===== src/hw/rtl/utf8d_pkg.sv =====
`timescale 1ns / 1ps
// ----------------------------------------------------------------------------
// utf8d_pkg
// shared types and constants of the utf-8 decoder: status codes, the job
// record passed from front to back, and configuration register layout
// ----------------------------------------------------------------------------
package utf8d_pkg;

    // result status codes
    localparam logic [1:0] ST_OK      = 2'd0;
    localparam logic [1:0] ST_ILLEGAL = 2'd1;
    localparam logic [1:0] ST_TOOFEW  = 2'd2;

    // field widths
    localparam int BYTE_W = 8;
    localparam int CODE_W = 21;
    localparam int STAT_W = 2;
    localparam int SURR_W = 16;

    // apb layout
    localparam int APB_ADDR_W = 3;
    localparam int APB_DATA_W = 32;
    localparam logic REG_IDX_UTF16_MODE = 1'b0;

    // default depth of the job queue
    localparam int QUEUE_DEPTH_DEF = 4;

    // surrogate bases
    localparam logic [SURR_W-1:0] SURR_HI_BASE = 16'hD7C0;
    localparam logic [SURR_W-1:0] SURR_LO_BASE = 16'hDC00;

    // one classified job: a single result, or a surrogate pair to expand
    typedef struct packed {
        logic [CODE_W-1:0] code;
        logic [STAT_W-1:0] status;
        logic              pair;
        logic              msg_end;
    } job_t;

endpackage


===== src/hw/rtl/utf8d_front.sv =====
`timescale 1ns / 1ps
// ----------------------------------------------------------------------------
// utf8d_front
// accepts bytes, tracks the open sequence and message error state, and
// pushes one job per byte that yields a result
// ----------------------------------------------------------------------------
module utf8d_front (
    input  logic                               aclk,
    input  logic                               aresetn,
    input  logic                               accept,
    input  logic [utf8d_pkg::BYTE_W-1:0]       byte_in,
    input  logic                               message_last,
    input  logic                               utf16_mode,
    output logic                               push,
    output utf8d_pkg::job_t                    job
);

    logic [2:0]                         needed_reg, needed_next;
    logic [2:0]                         seen_reg, seen_next;
    logic [utf8d_pkg::CODE_W-1:0]       partial_reg, partial_next;
    logic                               bad_reg, bad_next;
    logic                               failed_reg, failed_next;

    logic                               emit;
    logic [2:0]                         seen_inc;
    logic                               bad_cont;
    logic [utf8d_pkg::CODE_W-1:0]       partial_shift;

    assign seen_inc      = seen_reg + 3'd1;
    assign bad_cont      = bad_reg | (byte_in[7:6] != 2'b10);
    assign partial_shift = {partial_reg[utf8d_pkg::CODE_W-7:0], byte_in[5:0]};

    // byte classification and sequence state update
    always_comb begin
        needed_next  = needed_reg;
        seen_next    = seen_reg;
        partial_next = partial_reg;
        bad_next     = bad_reg;
        failed_next  = failed_reg;
        emit         = 1'b0;
        job.code     = '0;
        job.status   = utf8d_pkg::ST_OK;
        job.pair     = 1'b0;
        job.msg_end  = message_last;
        if (failed_reg) begin
            // discard rest of the message
            if (message_last) begin
                failed_next = 1'b0;
            end
        end else if (needed_reg == 3'd0) begin
            priority if (byte_in[7] == 1'b0) begin
                emit     = 1'b1;
                job.code = utf8d_pkg::CODE_W'(byte_in);
            end else if (byte_in[7:5] == 3'b110 || byte_in[7:4] == 4'b1110 ||
                         byte_in[7:3] == 5'b11110) begin
                if (message_last) begin
                    emit       = 1'b1;
                    job.status = utf8d_pkg::ST_TOOFEW;
                end else begin
                    seen_next = 3'd1;
                    bad_next  = 1'b0;
                    priority if (byte_in[7:5] == 3'b110) begin
                        needed_next  = 3'd2;
                        partial_next = utf8d_pkg::CODE_W'(byte_in[4:0]);
                    end else if (byte_in[7:4] == 4'b1110) begin
                        needed_next  = 3'd3;
                        partial_next = utf8d_pkg::CODE_W'(byte_in[3:0]);
                    end else begin
                        needed_next  = 3'd4;
                        partial_next = utf8d_pkg::CODE_W'(byte_in[2:0]);
                    end
                end
            end else begin
                // stray continuation or invalid lead
                emit        = 1'b1;
                job.status  = utf8d_pkg::ST_ILLEGAL;
                failed_next = ~message_last;
            end
        end else if (seen_inc >= needed_reg) begin
            // sequence complete
            emit         = 1'b1;
            needed_next  = 3'd0;
            seen_next    = 3'd0;
            partial_next = '0;
            bad_next     = 1'b0;
            if (bad_cont) begin
                job.status  = utf8d_pkg::ST_ILLEGAL;
                failed_next = ~message_last;
            end else begin
                job.code = partial_shift;
                job.pair = (needed_reg == 3'd4) && utf16_mode;
            end
        end else if (message_last) begin
            // message ended inside a sequence
            emit         = 1'b1;
            job.status   = utf8d_pkg::ST_TOOFEW;
            needed_next  = 3'd0;
            seen_next    = 3'd0;
            partial_next = '0;
            bad_next     = 1'b0;
        end else begin
            seen_next    = seen_inc;
            partial_next = partial_shift;
            bad_next     = bad_cont;
        end
    end

    assign push = accept & emit;

    // state registers
    always_ff @(posedge aclk) begin
        if (!aresetn) begin
            needed_reg  <= 3'd0;
            seen_reg    <= 3'd0;
            partial_reg <= '0;
            bad_reg     <= 1'b0;
            failed_reg  <= 1'b0;
        end else if (accept) begin
            needed_reg  <= needed_next;
            seen_reg    <= seen_next;
            partial_reg <= partial_next;
            bad_reg     <= bad_next;
            failed_reg  <= failed_next;
        end
    end

endmodule


===== src/hw/rtl/utf8d_queue.sv =====
`timescale 1ns / 1ps
// ----------------------------------------------------------------------------
// utf8d_queue
// small register fifo of jobs between the front and the back
// ----------------------------------------------------------------------------
module utf8d_queue #(
    parameter int DEPTH = utf8d_pkg::QUEUE_DEPTH_DEF
) (
    input  logic            aclk,
    input  logic            aresetn,
    input  logic            push,
    input  utf8d_pkg::job_t push_job,
    output logic            not_full,
    input  logic            pop,
    output logic            not_empty,
    output utf8d_pkg::job_t head_job
);

    localparam int AW = (DEPTH > 1) ? $clog2(DEPTH) : 1;
    localparam int CW = $clog2(DEPTH + 1);

    utf8d_pkg::job_t    slot_reg [DEPTH];
    logic [AW-1:0]      wr_ptr_reg, wr_ptr_next;
    logic [AW-1:0]      rd_ptr_reg, rd_ptr_next;
    logic [CW-1:0]      count_reg, count_next;

    assign not_full  = (count_reg != CW'(DEPTH));
    assign not_empty = (count_reg != '0);
    assign head_job  = slot_reg[rd_ptr_reg];

    // pointer and count update
    always_comb begin
        wr_ptr_next = wr_ptr_reg;
        rd_ptr_next = rd_ptr_reg;
        count_next  = count_reg;
        if (push) begin
            wr_ptr_next = (wr_ptr_reg == AW'(DEPTH - 1)) ? '0 : wr_ptr_reg + AW'(1);
        end
        if (pop) begin
            rd_ptr_next = (rd_ptr_reg == AW'(DEPTH - 1)) ? '0 : rd_ptr_reg + AW'(1);
        end
        unique case ({push, pop})
            2'b10:   count_next = count_reg + CW'(1);
            2'b01:   count_next = count_reg - CW'(1);
            default: count_next = count_reg;
        endcase
    end

    always_ff @(posedge aclk) begin
        if (!aresetn) begin
            wr_ptr_reg <= '0;
            rd_ptr_reg <= '0;
            count_reg  <= '0;
        end else begin
            wr_ptr_reg <= wr_ptr_next;
            rd_ptr_reg <= rd_ptr_next;
            count_reg  <= count_next;
        end
    end

    // job storage
    always_ff @(posedge aclk) begin
        if (push) begin
            slot_reg[wr_ptr_reg] <= push_job;
        end
    end

endmodule


===== src/hw/rtl/utf8d_back.sv =====
`timescale 1ns / 1ps
// ----------------------------------------------------------------------------
// utf8d_back
// takes jobs from the queue and drives the result register, splitting
// surrogate pair jobs into a high and a low unit
// ----------------------------------------------------------------------------
module utf8d_back (
    input  logic                            aclk,
    input  logic                            aresetn,
    input  logic                            job_valid,
    input  utf8d_pkg::job_t                 job,
    output logic                            job_pop,
    output logic                            m_valid,
    input  logic                            m_ready,
    output logic [utf8d_pkg::CODE_W-1:0]    m_code_unit,
    output logic [utf8d_pkg::STAT_W-1:0]    m_status,
    output logic                            m_run_last,
    output logic                            m_message_end
);

    logic                           out_valid_reg;
    logic [utf8d_pkg::CODE_W-1:0]   out_code_reg;
    logic [utf8d_pkg::STAT_W-1:0]   out_status_reg;
    logic                           out_run_last_reg;
    logic                           out_msg_end_reg;
    logic                           pend_reg;
    logic [utf8d_pkg::SURR_W-1:0]   pend_lo_reg;
    logic                           pend_msg_end_reg;

    logic                           load;
    logic [utf8d_pkg::SURR_W-1:0]   surr_hi;
    logic [utf8d_pkg::SURR_W-1:0]   surr_lo;

    // surrogate split of the head job
    assign surr_hi = utf8d_pkg::SURR_HI_BASE +
                     utf8d_pkg::SURR_W'(job.code[utf8d_pkg::CODE_W-1:10]);
    assign surr_lo = utf8d_pkg::SURR_LO_BASE | utf8d_pkg::SURR_W'(job.code[9:0]);

    assign load    = ~out_valid_reg | m_ready;
    assign job_pop = load & ~pend_reg & job_valid;

    // output register control
    always_ff @(posedge aclk) begin
        if (!aresetn) begin
            out_valid_reg <= 1'b0;
            pend_reg      <= 1'b0;
        end else if (load) begin
            if (pend_reg) begin
                out_valid_reg <= 1'b1;
                pend_reg      <= 1'b0;
            end else begin
                out_valid_reg <= job_valid;
                pend_reg      <= job_valid & job.pair;
            end
        end
    end

    // output payload
    always_ff @(posedge aclk) begin
        if (load) begin
            if (pend_reg) begin
                out_code_reg     <= utf8d_pkg::CODE_W'(pend_lo_reg);
                out_status_reg   <= utf8d_pkg::ST_OK;
                out_run_last_reg <= 1'b1;
                out_msg_end_reg  <= pend_msg_end_reg;
            end else if (job_valid) begin
                out_code_reg     <= job.pair ? utf8d_pkg::CODE_W'(surr_hi) : job.code;
                out_status_reg   <= job.status;
                out_run_last_reg <= ~job.pair;
                out_msg_end_reg  <= job.msg_end;
                pend_lo_reg      <= surr_lo;
                pend_msg_end_reg <= job.msg_end;
            end
        end
    end

    assign m_valid       = out_valid_reg;
    assign m_code_unit   = out_code_reg;
    assign m_status      = out_status_reg;
    assign m_run_last    = out_run_last_reg;
    assign m_message_end = out_msg_end_reg;

endmodule


===== src/hw/rtl/utf8_decoder_unit.sv =====
`timescale 1ns / 1ps
// latency: a result is registered in the job queue, then in the result register
// throughput: one byte per cycle if the queue has room; results drain one unit per
//   cycle unless stalled; a surrogate pair holds the back end, the queue absorbs it
// bytes that close no result pass through the front without entering the queue
// reset: synchronous, active low; clears sequence state, queue, output valid,
//   and utf16_mode to 0
// ----------------------------------------------------------------------------
// utf8_decoder_unit
// streaming utf-8 decoder producing code points or utf-16 surrogate pairs,
// with a front classifier, a job queue and a result back end
// ----------------------------------------------------------------------------
module utf8_decoder_unit #(
    parameter int QUEUE_DEPTH = utf8d_pkg::QUEUE_DEPTH_DEF
) (
    input  logic                                aclk,
    input  logic                                aresetn,
    // byte input
    input  logic                                s_valid,
    output logic                                s_ready,
    input  logic [utf8d_pkg::BYTE_W-1:0]        s_byte_in,
    input  logic                                s_message_last,
    // result output
    output logic                                m_valid,
    input  logic                                m_ready,
    output logic [utf8d_pkg::CODE_W-1:0]        m_code_unit,
    output logic [utf8d_pkg::STAT_W-1:0]        m_status,
    output logic                                m_run_last,
    output logic                                m_message_end,
    // configuration
    input  logic                                psel,
    input  logic                                penable,
    input  logic                                pwrite,
    input  logic [utf8d_pkg::APB_ADDR_W-1:0]    paddr,
    input  logic [utf8d_pkg::APB_DATA_W-1:0]    pwdata,
    output logic [utf8d_pkg::APB_DATA_W-1:0]    prdata,
    output logic                                pready
);

    logic               utf16_mode_reg;
    logic               s_accept;
    logic               push;
    logic               q_not_full;
    logic               q_not_empty;
    logic               pop;
    utf8d_pkg::job_t    push_job;
    utf8d_pkg::job_t    head_job;

    // configuration register
    assign pready = 1'b1;

    always_ff @(posedge aclk) begin
        if (!aresetn) begin
            utf16_mode_reg <= 1'b0;
        end else if (psel && penable && pwrite && pready &&
                     paddr[2] == utf8d_pkg::REG_IDX_UTF16_MODE) begin
            utf16_mode_reg <= pwdata[0];
        end
    end

    assign prdata = (paddr[2] == utf8d_pkg::REG_IDX_UTF16_MODE) ?
                    utf8d_pkg::APB_DATA_W'(utf16_mode_reg) : '0;

    // input transfer
    assign s_ready  = q_not_full;
    assign s_accept = s_valid & s_ready;

    utf8d_front u_front (
        .aclk         (aclk),
        .aresetn      (aresetn),
        .accept       (s_accept),
        .byte_in      (s_byte_in),
        .message_last (s_message_last),
        .utf16_mode   (utf16_mode_reg),
        .push         (push),
        .job          (push_job)
    );

    utf8d_queue #(
        .DEPTH (QUEUE_DEPTH)
    ) u_queue (
        .aclk      (aclk),
        .aresetn   (aresetn),
        .push      (push),
        .push_job  (push_job),
        .not_full  (q_not_full),
        .pop       (pop),
        .not_empty (q_not_empty),
        .head_job  (head_job)
    );

    utf8d_back u_back (
        .aclk          (aclk),
        .aresetn       (aresetn),
        .job_valid     (q_not_empty),
        .job           (head_job),
        .job_pop       (pop),
        .m_valid       (m_valid),
        .m_ready       (m_ready),
        .m_code_unit   (m_code_unit),
        .m_status      (m_status),
        .m_run_last    (m_run_last),
        .m_message_end (m_message_end)
    );

endmodule


===== config.mk =====
export PLATFORM = sky130hd
export DESIGN_NAME = utf8_decoder_unit
export DESIGN_NICKNAME = d
export VERILOG_FILES = /design/src/hw/rtl/utf8d_pkg.sv /design/src/hw/rtl/utf8d_front.sv /design/src/hw/rtl/utf8d_queue.sv /design/src/hw/rtl/utf8d_back.sv /design/src/hw/rtl/utf8_decoder_unit.sv
export SDC_FILE = /design/constraint.sdc
export NUM_CORES = 1
export LEC_CHECK = 0
export BUFFER_PORTS_ARGS = -buffer_cell sky130_fd_sc_hd__buf_2
export CORE_UTILIZATION = 57
export DETAILED_ROUTE_END_ITERATION = 6
export PLACE_DENSITY = 0.8
export SETUP_SLACK_MARGIN = 0.3
export SYNTH_ARGS = -nofsm -noshare
export SYNTH_HDL_FRONTEND = slang
export SYNTH_SLANG_ARGS = --single-unit

===== constraint.sdc =====
create_clock -name aclk -period 4.05 [get_ports aclk]
set_input_delay 0.6075 -clock aclk [delete_from_list [all_inputs] [get_ports aclk]]
set_output_delay 0.6075 -clock aclk [all_outputs]
set_load 0.03 [all_outputs]

# Yosys cells after proc, flatten, opt, wreduce, memory -nomap -nowiden

Memories as Yosys holds them, arrays and structs flattened. A register that Yosys moved wholly into a read port is not among the register bits.
Index checks and enable logic that the tools add are counted.

Input bits: 51
Bits in writable memories: 100
Bits in registers: 69
Memories: 1
Word-level logic and storage cells: 139

Reduce and logical (&&, ||, !) cells: 15
Multiplexer cells: 71
$add $sub $neg: 6
Bitwise logic cells: 13
$lt $le $gt $ge: 1
Eq/ne operators: 13

Memories:

| memory           | words | bits a word | rd ports | clocked after memory_dff | write ports | RTL line          | text |
|---|---|---|---|---|---|---|---|
| u_queue.slot_reg | 4     | 25          | 1        | 1                        | 1           | utf8d_queue.sv:22 | `utf8d_pkg::job_t slot_reg [DEPTH];` |

Operator list:

| operator                                      | number |
|---|---|
| two-way mux 15 bit                            | 6 |
| two-way mux 21 bit                            | 4 |
| two-way mux 3 bit                             | 14 |
| two-way mux 1 bit                             | 31 |
| two-way mux 24 bit                            | 1 |
| two-way mux 23 bit                            | 1 |
| two-way mux 2 bit                             | 9 |
| adder 15 x 12 -> 16 bit, first input constant | 1 |
| two-way mux 10 bit                            | 1 |
| inequality test 2 bit, second input constant  | 4 |
| two-way mux 7 bit                             | 1 |
| adder 3 x 1 -> 3 bit, second input constant   | 2 |
| equality test 2 bit, second input constant    | 3 |
| equality test 3 bit, second input constant    | 2 |
| NOT 1 bit                                     | 6 |
| one-hot mux 3 bit (2 select lines)            | 1 |
| AND reduction 6 bit                           | 1 |
| nonzero test 3 bit                            | 2 |
| AND 1 bit                                     | 5 |
| equality test 5 bit, second input constant    | 1 |
| two-way mux 5 bit                             | 1 |
| AND reduction 5 bit                           | 1 |
| adder 2 x 1 -> 2 bit, second input constant   | 2 |
| equality test 4 bit, second input constant    | 1 |
| 12 further kinds                              | 18 |

# Logic depth before layout (Yosys ltp)

Gate-level depths: netlist of the first run.

Depth after elaboration: 10
Mapped depth: 13

# Cells and area by module

From an unflattened synthesis of the first run, not the netlist that was laid out.

Cell total of the unflattened synthesis: 501
Area total of the unflattened synthesis: 7403.4 µm²

Modules (own cells, without submodules):

| module            | sequential area each (µm²) | area each (µm²) | times used | cells each |
|---|---|---|---|---|
| utf8d_queue       | 3183.1                     | 4115.2          | 1          | 178 |
| utf8d_back        | 1121.1                     | 1587.8          | 1          | 113 |
| utf8d_front       | 460.4                      | 1378.8          | 1          | 169 |
| utf8_decoder_unit | 20.0                       | 321.6           | 1          | 41 |

# Least setup slack after synthesis of the first run

OpenSTA, ideal clock, no wires.

Path type: reg2reg
Start: register u_front.seen_reg[0]
End: register u_queue.count_reg[2]
Path slack: 0.899 ns
Buffers on the path: 0
Arrival: 3.075 ns
Setup time: 0.076 ns
Data required time: 3.974 ns
Stages on the path, launching flop included: 14
Cell sequence: dfxtp_1 ha_1 xor2_1 ha_1 nand2_1 o21ai_1 nand2_1 a211oi_2 inv_1 ha_1 fa_1 xnor2_1 or3_1 a21boi_0

Cells in the longest elaborated chain, start to end: 8

Ends and longest elaborated chain:

| what                                                                            | RTL line           | text |
|---|---|---|
| from (decl)                                                                     | utf8d_front.sv:19  | `logic [2:0] seen_reg, seen_next;` |
| from (signal assigned)                                                          | utf8d_front.sv:120 | `seen_reg <= seen_next;` |
| adder 3 x 1 -> 3 bit *                                                          | utf8d_front.sv:29  | `assign seen_inc = seen_reg + 3'd1;` |
| greater-or-equal comparator 3 bit *                                             | utf8d_front.sv:79  | `end else if (seen_inc >= needed_reg) begin` |
| two-way mux 1 bit *                                                             | utf8d_front.sv:79  |  |
| two-way mux 1 bit *                                                             | utf8d_front.sv:50  | `end else if (needed_reg == 3'd0) begin` |
| two-way mux 1 bit *                                                             | utf8d_front.sv:45  | `if (failed_reg) begin` |
| AND 1 bit *                                                                     | utf8d_front.sv:108 | `assign push = accept & emit;` |
| equality test 2 x 1 -> 1 bit / equality test 2 bit (equally long branches)      | utf8d_queue.sv:42  | `unique case ({push, pop})` |
| one-hot mux 3 bit (2 select lines) / nonzero test 2 bit (equally long branches) | --                 |  |
| to (signal assigned)                                                            | utf8d_queue.sv:57  | `count_reg <= count_next;` |
| to (decl)                                                                       | utf8d_queue.sv:25  | `logic [CW-1:0] count_reg, count_next;` |

Mark *: on every way between the ends. The rest lies on a longest branch, timed or not.
A chain may end at the register's enable or synchronous reset.

# Worst setup path after layout of the first run

Ends and elaborated chain as after synthesis.

==> flow_summary.yaml, run 1 <==
clocking:
  cts.sinks: 171
  cts_root_buf: "clkbuf_16"
  cts_tree: "built"
  clk_pin_slew_ns: 0.06
  cts_buffers: 17
  htreeDepth: 4
  cts_resized: 0
  cts_setup_buffers: 0
  clk_latency_ns: 0.43
  hold_buffers: 0
  clockBufferDepth: 2
logic_synthesis:
  ys.flop_type: "edfxtp_1"
  async_flop_share_pct: 0
  synth_edf_count: 136
  synth.distinct_cells: 45
  yosysWarnings: 0
  syn_avg_cell_area_um2: 14.4
  syn_inst: 501
  synth_area_um2: 7230
  yosysSeqAreaShare_pct: 66.2
  ys_ff_latch: 171
sta:
  hold_viol_final: 0
  skew_ns: 0.0149
  maxSlewHeadroom_pct: 18.7
  finalCritPeriodShare_pct: 86.3
  tns_ns: 0
  setup-violations-final: 0
  holdWs_ns: 0.443
  finalMaxSlewViolations: 0
  grt_setup_unrepaired: "false"
  worst_pin_slew_ns: 1.19
  period_minus_slack_ns: 3.50
  clock.fmax_mhz: 286
worst_setup_path:
  crit_path_top_delay_cell: "a211oi_2"
  cp_cell_sequence: "ha_1 -> xor2_1 -> ha_1 -> nand2_1 -> o21ai_1 -> nand2_1 -> a211oi_2 -> inv_1 -> ha_1 -> fa_1 -> xnor2_1 -> or3_1 -> a21boi_0"
  path_class: "reg -> reg"
  cp-end-kind: "register"
  worstPathArrival_ns: 3.85
  critPathLaunchType: "register"
  reg2reg_from: "u_front.seen_reg[0]"
  crit_fanout: 7
  crit_top_cell: "ha_1"
  worstPathRequired_ns: 4.40
  cp-startpoint: "u_front.seen_reg[0]"
  cpPeakStageDelay_ns: 0.44
min_path:
  min-delay-start: "pwdata[0]"
  hold_class: "in -> reg"
floorplan:
  coreArea_um2: 12200
  start_util_pct: 59.2
  die-width_um: 115
  dieArea_um2: 13100
  io_pins: 111
  die_y_um: 115
  row_count: 40
placement:
  port_buffers: 45
  hpwl_mm: 8.30
  routabilityCongestion: 0.879
layout:
  mostFrequentLayoutCells: "edfxtp_1 (136), nand2_1 (45), buf_2 (45)"
  layout.nets: 615
  largest_register_ffs: 100
  layout-drive-gt1-share_pct: 21.9
  area_delta_synth_final_pct: 12.9
  final_common_cell: "edfxtp_1"
  diodes: 0
power_and_ir_drop:
  seqPwrFrac_pct: 42.7
  comb_power_share_pct: 29.1
  power_w: 0.00586
  p_sw_share_pct: 31.0
  internal_power_w: 0.00404
  p_clk_share_pct: 28.2
  p_leak_nw: 2.90
  p_per_area_nw_per_um2: 718
  p_sw_w: 0.00182
  ir_drop_mv: 0.340
grt:
  grt_pass1_wl_mm: 20.3
  grt_max_degree: 39
  antenna_found_initial: 0
  grt.overflow.total: 0
  grt.total_usage_pct: 21.5
  grt_pass1_vias: 4002
route:
  wl_per_cell_um: 17.6
  drc: 0
  vias_per_cell: 5.58
  routed_wl_mm: 12.9
  drt_iter0_drc: 310
  drtPass1Iterations: 5
  vias: 4089
  ant_nets: 0
outcome:
  outcome: "complete, no violations"
job:
  drv_cap: 0
## routing by layer
| layer | wire length [um] | share of wire (%) | up-vias | GRT usage, % |
|---|---|---|---|---|
| li1 | - | - | 1894 | - |
| met1 | 5240 | 41 | 1998 | 26.7 |
| met3 | 715 | 5.6 | 30 | 5.19 |
| met5 | 0 | 0 | - | 0 |
| met2 | 6620 | 51 | 167 | 35.5 |
| met4 | 304 | 2.4 | 0 | 10.7 |
## synthesized netlist by cell type (2+ instances only)
master	count	area (um^2)
clkbuf_1	16	60.1
nand4_1	3	18.8
nand3_1	16	80.1
ha_1	11	138
nand2_1	45	169
nor2_1	15	56.3
nand2b_1	2	12.5
nor4_1	2	12.5
or3_1	7	43.8
buf_4	32	240
inv_1	11	41.3
xor2_1	2	17.5
o21ai_0	17	85.1
o21ai_1	2	10.0
buf_2	9	45.0
edfxtp_1	136	4080
dfxtp_1	35	701
a21boi_0	17	128
nand4b_1	2	17.5
or3b_2	2	17.5
mux4_2	25	563
nor3b_1	2	15.0
nor3_1	8	40.0
nor2b_1	10	62.6
mux2i_1	14	140
a21oi_1	7	35.0
a21boi_1	3	22.5
conb_1	2	7.51
and2_1	29	181
xnor2_1	4	35.0
## cell families (layout without fill, tap and decap cells)
logic type | count (synthesis) | in the layout | share of synthesized area, %
simple gates | 147 | 147 | 10.5
buf+inv | 68 | 102 | 5.35
flops | 171 | 171 | 66.2
mux | 40 | 40 | 9.88
xor+xnor | 6 | 6 | 0.727
compound gates | 55 | 55 | 5.10
fa+ha+maj | 12 | 12 | 2.18
other cells | 2 | 32 | 0.104
## through the flow
| step | instance area, um^2 | utilization (%) | instances | setup WS (ns) |
|---|---|---|---|---|
| final | 8160 | 66.8 | 733 | 0.553 |
| after global routing | 8160 | 66.8 | 733 | 0.309 |
| after CTS | 8160 | 66.8 | 733 | 0.548 |
| after detailed placement | 7550 | 61.9 | 701 | 0.559 |
| after global placement | 7550 | 61.9 | 701 | 0.640 |
| after floorplan | 7340 | - | 531 | 0.899 |
## worst max-delay path: cells and delay by family, from the launching register on
kind | cells | cell delay, ns
and+or+nand+nor | 3 | 0.51
buffers and inverters | 1 | 0.09
xor gates and xnor gates | 2 | 0.30
adders and majority gates | 4 | 1.24
AOI/OAI and AO/OA | 3 | 0.94
DFF | 1 | 0.35
## layout make-up
type	count	area (um^2)
Multi-Input combinational cell	292	2190
Inverter	11	41.3
Tap cell	168	210
Clock inverter	13	176
Sequential cell	171	4780
Timing Repair Buffer	59	330
Clock buffer	19	433
Fill cell	842	4050
## path summary, 6_finish.rpt
check / end / cells after the start / slack (ns)
worst max-delay path: u_queue.count_reg[2] / 13 / 0.55
worst max register to register: u_queue.count_reg[2] / 13 / 0.55
worst min-delay path: utf16_mode_reg / 3 / 0.44
worst min register to register: u_front.partial_reg[11] / 2 / 0.45
## power groups by stage
stage          Clock [W]  Sequential (W)  Combinational [W]
6_report         0.00165         0.00250            0.00171
5_1_grt          0.00174         0.00254            0.00186
4_1_cts          0.00168         0.00251            0.00173
3_5_place_dp           0         0.00254            0.00172
3_3_place_gp           0         0.00252            0.00168
2_1_floorplan          0         0.00279            0.00103
Note: power is estimated with default switching activity, not from simulation.
==> inputs of run 2 (changes only) <==
CORE_UTILIZATION = 51   (was 57)
CTS_CLUSTER_DIAMETER = 100   (was unset)
PLACE_DENSITY = 0.73   (was 0.8)
clock period = 4.39 ns   (was 4.05 ns; I/O delays follow)
==> run 2 against run 1 <==
Net effect: clock skew shrank 0.0076 ns; cell area fell by 0.78%; first-iteration DRC count shrank 7.4%; sequential cell count did not move; die area increased by 12%; critical endpoint unchanged.
==> flow_summary.yaml, run 2 (synthesis results as in run 1) <==
outcome:
  outcome: "complete, no violations"
min_path:
  hold_class: "reg -> reg"
  holdPathStages: 2
  min-delay-start: "u_front.partial_reg[11]"
floorplan:
  row_count: 43
  io_pins: 111
  die_y_um: 121
  start_util_pct: 52.1
  die-width_um: 121
  coreArea_um2: 13900
  dieArea_um2: 14700
grt:
  grt_max_degree: 39
  grt.total_usage_pct: 18.4
  grt_pass1_wl_mm: 19.6
  grt.overflow.total: 0
  grt_pass1_vias: 3853
  antenna_found_initial: 0
clocking:
  cts_setup_buffers: 0
  cts_tree: "built"
  cts_buffers: 17
  htreeDepth: 4
  clk_pin_slew_ns: 0.06
  clk_latency_ns: 0.42
  cts_resized: 0
  hold_buffers: 0
  clockBufferDepth: 2
  cts_root_buf: "clkbuf_16"
  cts.sinks: 171
worst_setup_path:
  cp-end-kind: "register"
  critPathLaunchType: "register"
  worstPathRequired_ns: 4.73
  path_class: "reg -> reg"
  crit_fanout: 7
  cp-startpoint: "u_front.seen_reg[0]"
  reg2reg_depth: 13
  reg2reg_from: "u_front.seen_reg[0]"
  worstPathArrival_ns: 3.87
sta:
  grt_setup_unrepaired: "false"
  maxSlewHeadroom_pct: 24.4
  clock.fmax_mhz: 284
  finalMaxSlewViolations: 0
  worst_pin_slew_ns: 1.11
  period_minus_slack_ns: 3.53
  finalCritPeriodShare_pct: 80.3
  setup-violations-final: 0
  tns_ns: 0
  skew_ns: 0.00735
  holdWs_ns: 0.453
  hold_viol_final: 0
power_and_ir_drop:
  p_per_area_nw_per_um2: 649
  internal_power_w: 0.00360
  ir_drop_mv: 0.508
  p_leak_nw: 2.86
  p_sw_share_pct: 31.5
  p_clk_share_pct: 26.4
  comb_power_share_pct: 30.0
  p_sw_w: 0.00165
  seqPwrFrac_pct: 43.6
layout:
  num-fill-cells: 1125
  area_delta_synth_final_pct: 12.0
  multi_input_area_um2: 2190
  diodes: 0
  final_common_cell: "edfxtp_1"
  layout-drive-gt1-share_pct: 21.2
  largest_register_ffs: 100
  mostFrequentLayoutCells: "edfxtp_1 (136), nand2_1 (45), buf_2 (45)"
  layout.nets: 612
  layout.area.seq_um2: 4780
route:
  wl_per_cell_um: 16.5
  vias_per_cell: 5.34
  ant_nets: 0
  routed_wl_mm: 12.3
  drtPass1Iterations: 5
  drc: 0
  vias: 3965
  drt_iter0_drc: 287
placement:
  routabilityCongestion: 0.867
  hpwl_mm: 7.92
  port_buffers: 45
job:
  drv_cap: 0
## run 2: cell types whose count changed in the layout (fill, tap and decap cells not counted), sizes merged
cell / before / now
bufinv: 4 / 2
clkinv: 7 / 5
buf: 59 / 56
clkbuf: 19 / 23
## run 2: metal layers
layer	part of all wire [%]	vias to the layer above	wire length (um)	track usage, %
li1	-	1884	-	-
met1	44	1923	5380	23.8
met2	49	142	5970	29.6
met3	5.9	16	727	4.65
met4	1.5	0	186	7.56
met5	0	-	0	0
## run 2: power groups by stage
stage	Combinational [W]	Clock, W	Sequential, W
3_3_place_gp	0.00157	0	0.00232
2_1_floorplan	0.000951	0	0.00258
6_report	0.00158	0.00139	0.00229
3_5_place_dp	0.00160	0	0.00233
4_1_cts	0.00160	0.00141	0.00230
5_1_grt	0.00173	0.00147	0.00232
## run 2: area by class of cell
cell class	instances	share of cell area (%)
repair buffers	56	3.80
clock buffers	23	5.53
multi-input cells	292	27.1
clock inverters	9	1.24
flip-flops and latches	171	59.1
inverters	11	0.510
well taps	180	2.78
## run 2: path summary, 6_finish.rpt
check | to | slack [ns]
worst max register to register | u_queue.count_reg[2] | 0.86
worst max-delay path | u_queue.count_reg[2] | 0.86
worst min register to register | u_front.partial_reg[11] | 0.45
worst min-delay path | u_front.partial_reg[11] | 0.45
## run 2: stage by stage
stage          worst slack (ns)  util, %  std cells  total power (W)  area (um^2)
4_1_cts                   0.842     58.3        742          0.00532         8100
2_1_floorplan              1.24        -        531          0.00353         7340
3_3_place_gp              0.933     54.4        710          0.00389         7550
3_5_place_dp              0.852     54.4        710          0.00393         7550
5_1_grt                   0.651     58.3        742          0.00553         8100
6_report                  0.864     58.3        742          0.00526         8100
## run 2: critical path: stages, from the launching register on
cell and delay (ns):
dfxtp_1 0.34, ha_1 0.24, xor2_1 0.16, ha_1 0.30
nand2_1 0.05, o21ai_1 0.36, nand2_1 0.17, a211oi_2 0.44
inv_1 0.09, ha_1 0.26, fa_1 0.45, xnor2_1 0.14
or3_1 0.30, a21boi_0 0.16
==> inputs of run 3 (changes only) <==
ABC_AREA = 1   (was unset)
PLACE_DENSITY = 0.72   (was 0.73)
clock period = 3.5 ns   (was 4.39 ns; I/O delays follow)
==> run 3 against run 2 <==
Net effect: register-to-register slack got worse by 0.29 ns; maximum frequency increased by 21%; sequential share of layout area fell by 2.1 points; total power rose by 32%; wire length up 21%; non-clock buffer count down 3; global-route usage is 2.6 points higher; synthesized cell count up 40%; worst hold slack worse by 0.088 ns; die area rose by 4.6%; worst setup slack worse by 0.29 ns; sequential power increased by 28%; critical path type unchanged; critical endpoint unchanged.
==> flow_summary.yaml, run 3 <==
layout:
  design_area_um2: 8390
  final_common_cell: "nand2_1"
  area_delta_synth_final_pct: 10.9
  largest_register_ffs: 100
  layout-drive-gt1-share_pct: 17.2
  layout.nets: 807
  diodes: 0
  mostFrequentLayoutCells: "nand2_1 (137), edfxtp_1 (136), nor2_1 (75)"
floorplan:
  row_count: 44
  io_pins: 111
  dieArea_um2: 15300
  start_util_pct: 52.1
  coreArea_um2: 14500
  die-width_um: 124
  die_y_um: 124
sta:
  clock.fmax_mhz: 342
  finalCritPeriodShare_pct: 83.5
  finalMaxSlewViolations: 0
  maxSlewHeadroom_pct: 37.8
  setup-violations-final: 0
  skew_ns: 0.00635
  worst_slack_ns: 0.577
  hold_viol_final: 0
  period_minus_slack_ns: 2.92
  worst_pin_slew_ns: 0.932
  tns_ns: 0
  grt_setup_unrepaired: "false"
  holdWs_ns: 0.365
route:
  routed_wl_mm: 14.9
  drtPass1Iterations: 7
  vias_per_cell: 5.28
  drt_iter0_drc: 290
  ant_nets: 0
  drc: 0
  wl_per_cell_um: 15.8
  vias: 4968
placement:
  dpl_cell_area_um2: 7780
  routabilityCongestion: 0.847
  dp_slack_ns: 0.322
  hpwl_mm: 9.72
  port_buffers: 45
logic_synthesis:
  synth_top_area_share_pct: 53.9
  yosysSeqAreaShare_pct: 63.2
  synth_area_um2: 7570
  ys_ff_latch: 171
  synth_edf_count: 136
  yosysWarnings: 0
  yosys-top-cells-count: "nand2_1 (139), edfxtp_1 (136), nor2_1 (79)"
  syn_avg_cell_area_um2: 10.8
  synth.most_common_cell: "nand2_1"
  synth.distinct_cells: 46
  ys.flop_type: "edfxtp_1"
  async_flop_share_pct: 0
  yosysTopAreaCell: "edfxtp_1"
  syn_inst: 700
  yosys-top-cells-area: "edfxtp_1 (54%), dfxtp_1 (9.3%), nand2_1 (6.9%), nor2_1 (3.9%), buf_4 (3.9%)"
worst_setup_path:
  crit_top_cell: "nand2_2"
  reg2reg_from: "u_front.seen_reg[0]"
  worstPathArrival_ns: 3.27
  cp-end-kind: "register"
  rrSetupSlack_ns: 0.58
  worstPathRequired_ns: 3.85
  path_buf_inv: 2
  reg2reg_depth: 17
  critPathLaunchType: "register"
  path_class: "reg -> reg"
  cpPeakStageDelay_ns: 0.44
  cp_cell_sequence: "ha_1 -> xnor2_1 -> inv_1 -> ha_4 -> nand2_1 -> inv_1 -> nand2_2 -> nand3_1 -> nand2_2 -> nand2_4 -> nand2_2 -> ha_2 -> fa_1 -> a21oi_1 -> o21a_1 -> o21ai_0 -> a21oi_1"
  crit_fanout: 6
  r2r_end: "u_queue.count_reg[2]"
  critPathTopFamily: "adder cells"
  crit_path_top_delay_cell: "fa_1"
clocking:
  clockBufferDepth: 2
  htreeDepth: 4
  cts.sinks: 171
  cts_root_buf: "clkbuf_16"
  cts_tree: "built"
  cts_setup_buffers: 0
  clk_pin_slew_ns: 0.06
  clk_latency_ns: 0.42
  cts_buffers: 17
job:
  drv_cap: 0
power_and_ir_drop:
  ir_drop_mv: 0.417
  power_w: 0.00694
  p_per_area_nw_per_um2: 826
  p_leak_nw: 3.21
min_path:
  min-delay-start: "s_message_last"
  holdPathStages: 1
  hold_path_end: "u_queue.slot_reg[0][0]"
  hold_class: "in -> reg"
grt:
  grt_pass1_wl_mm: 23.1
  grt.overflow.total: 0
  grt_pass1_vias: 4767
  antenna_found_initial: 0
  grt_max_degree: 41
  grt.total_usage_pct: 21.0
outcome:
  outcome: "complete, no violations"
## run 3: cell types whose count changed after synthesis, moves of 14 or more
cell      delta
nand3_1     +24
a21oi_1     +20
mux2i_1     -14
and2_1      -28
o21ai_0     +24
a21boi_0    -17
nor2_1      +64
inv_1       +37
mux4_2      -25
nand2_1     +94
## run 3: per-layer routing
| metal | up-vias | track usage [%] | part of all wire (%) |
|---|---|---|---|
| met5 | - | 0 | 0 |
| met4 | 0 | 9.26 | 2.3 |
| met3 | 25 | 4.72 | 7.0 |
| met2 | 188 | 36.0 | 49 |
| met1 | 2359 | 25.2 | 41 |
| li1 | 2396 | - | - |
## run 3: worst max path at each step
stage | startpoint | cells after the start | slack (ns) | to
5_1_grt | u_front.seen_reg[0] | 17 | 0.33 | u_queue.count_reg[2]
6_report | u_front.seen_reg[0] | 17 | 0.58 | u_queue.count_reg[2]
4_1_cts | u_front.seen_reg[0] | 17 | 0.31 | u_queue.count_reg[2]
3_5_place_dp | u_front.seen_reg[0] | 17 | 0.32 | u_queue.count_reg[2]
2_1_floorplan | u_front.seen_reg[0] | 12 | 0.36 | u_queue.slot_reg[0][0]
3_3_place_gp | u_front.seen_reg[0] | 17 | 0.44 | u_queue.count_reg[2]
## run 3: timing repair
action	CTS	global route
endpoints found under the setup margin	0	2
resized for setup	0	5
endpoints found under the hold margin	0	0
hold buffers	0	0
## run 3: cell families after synthesis
kind of cell             count (synthesis)  synth area share [%]
AND/OR/NAND/NOR                        294                  17.8
other                                    2                0.0992
buffers and inverters                  115                  8.67
AO/OA/AOI/OAI                          105                  8.06
XOR/XNOR                                 1                 0.116
flip-flops                             171                  63.2
adder cells (fa/ha/maj)                 12                  2.08
## run 3: per-stage QoR
stage,util [%],std cells
floorplan,-,730
global placement,53.5,909
detailed placement,53.5,909
CTS,57.6,941
global route,57.8,941
finish,57.8,941
## run 3: layout make-up
| class | count | area (um^2) |
|---|---|---|
| clock inverters | 5 | 51.3 |
| flip-flops and latches | 171 | 4780 |
| multi-input cells | 444 | 2280 |
| fillers | 1199 | 6140 |
| repair buffers | 53 | 285 |
| inverters | 57 | 228 |
| clock buffers | 27 | 537 |
| well taps | 184 | 230 |
## run 3: power breakdown
| group | internal [W] | switching (W) | total (W) |
|---|---|---|---|
| clock network | 0.00112 | 0.000718 | 0.00184 |
| logic | 0.000573 | 0.00160 | 0.00218 |
| registers | 0.00278 | 0.000138 | 0.00292 |
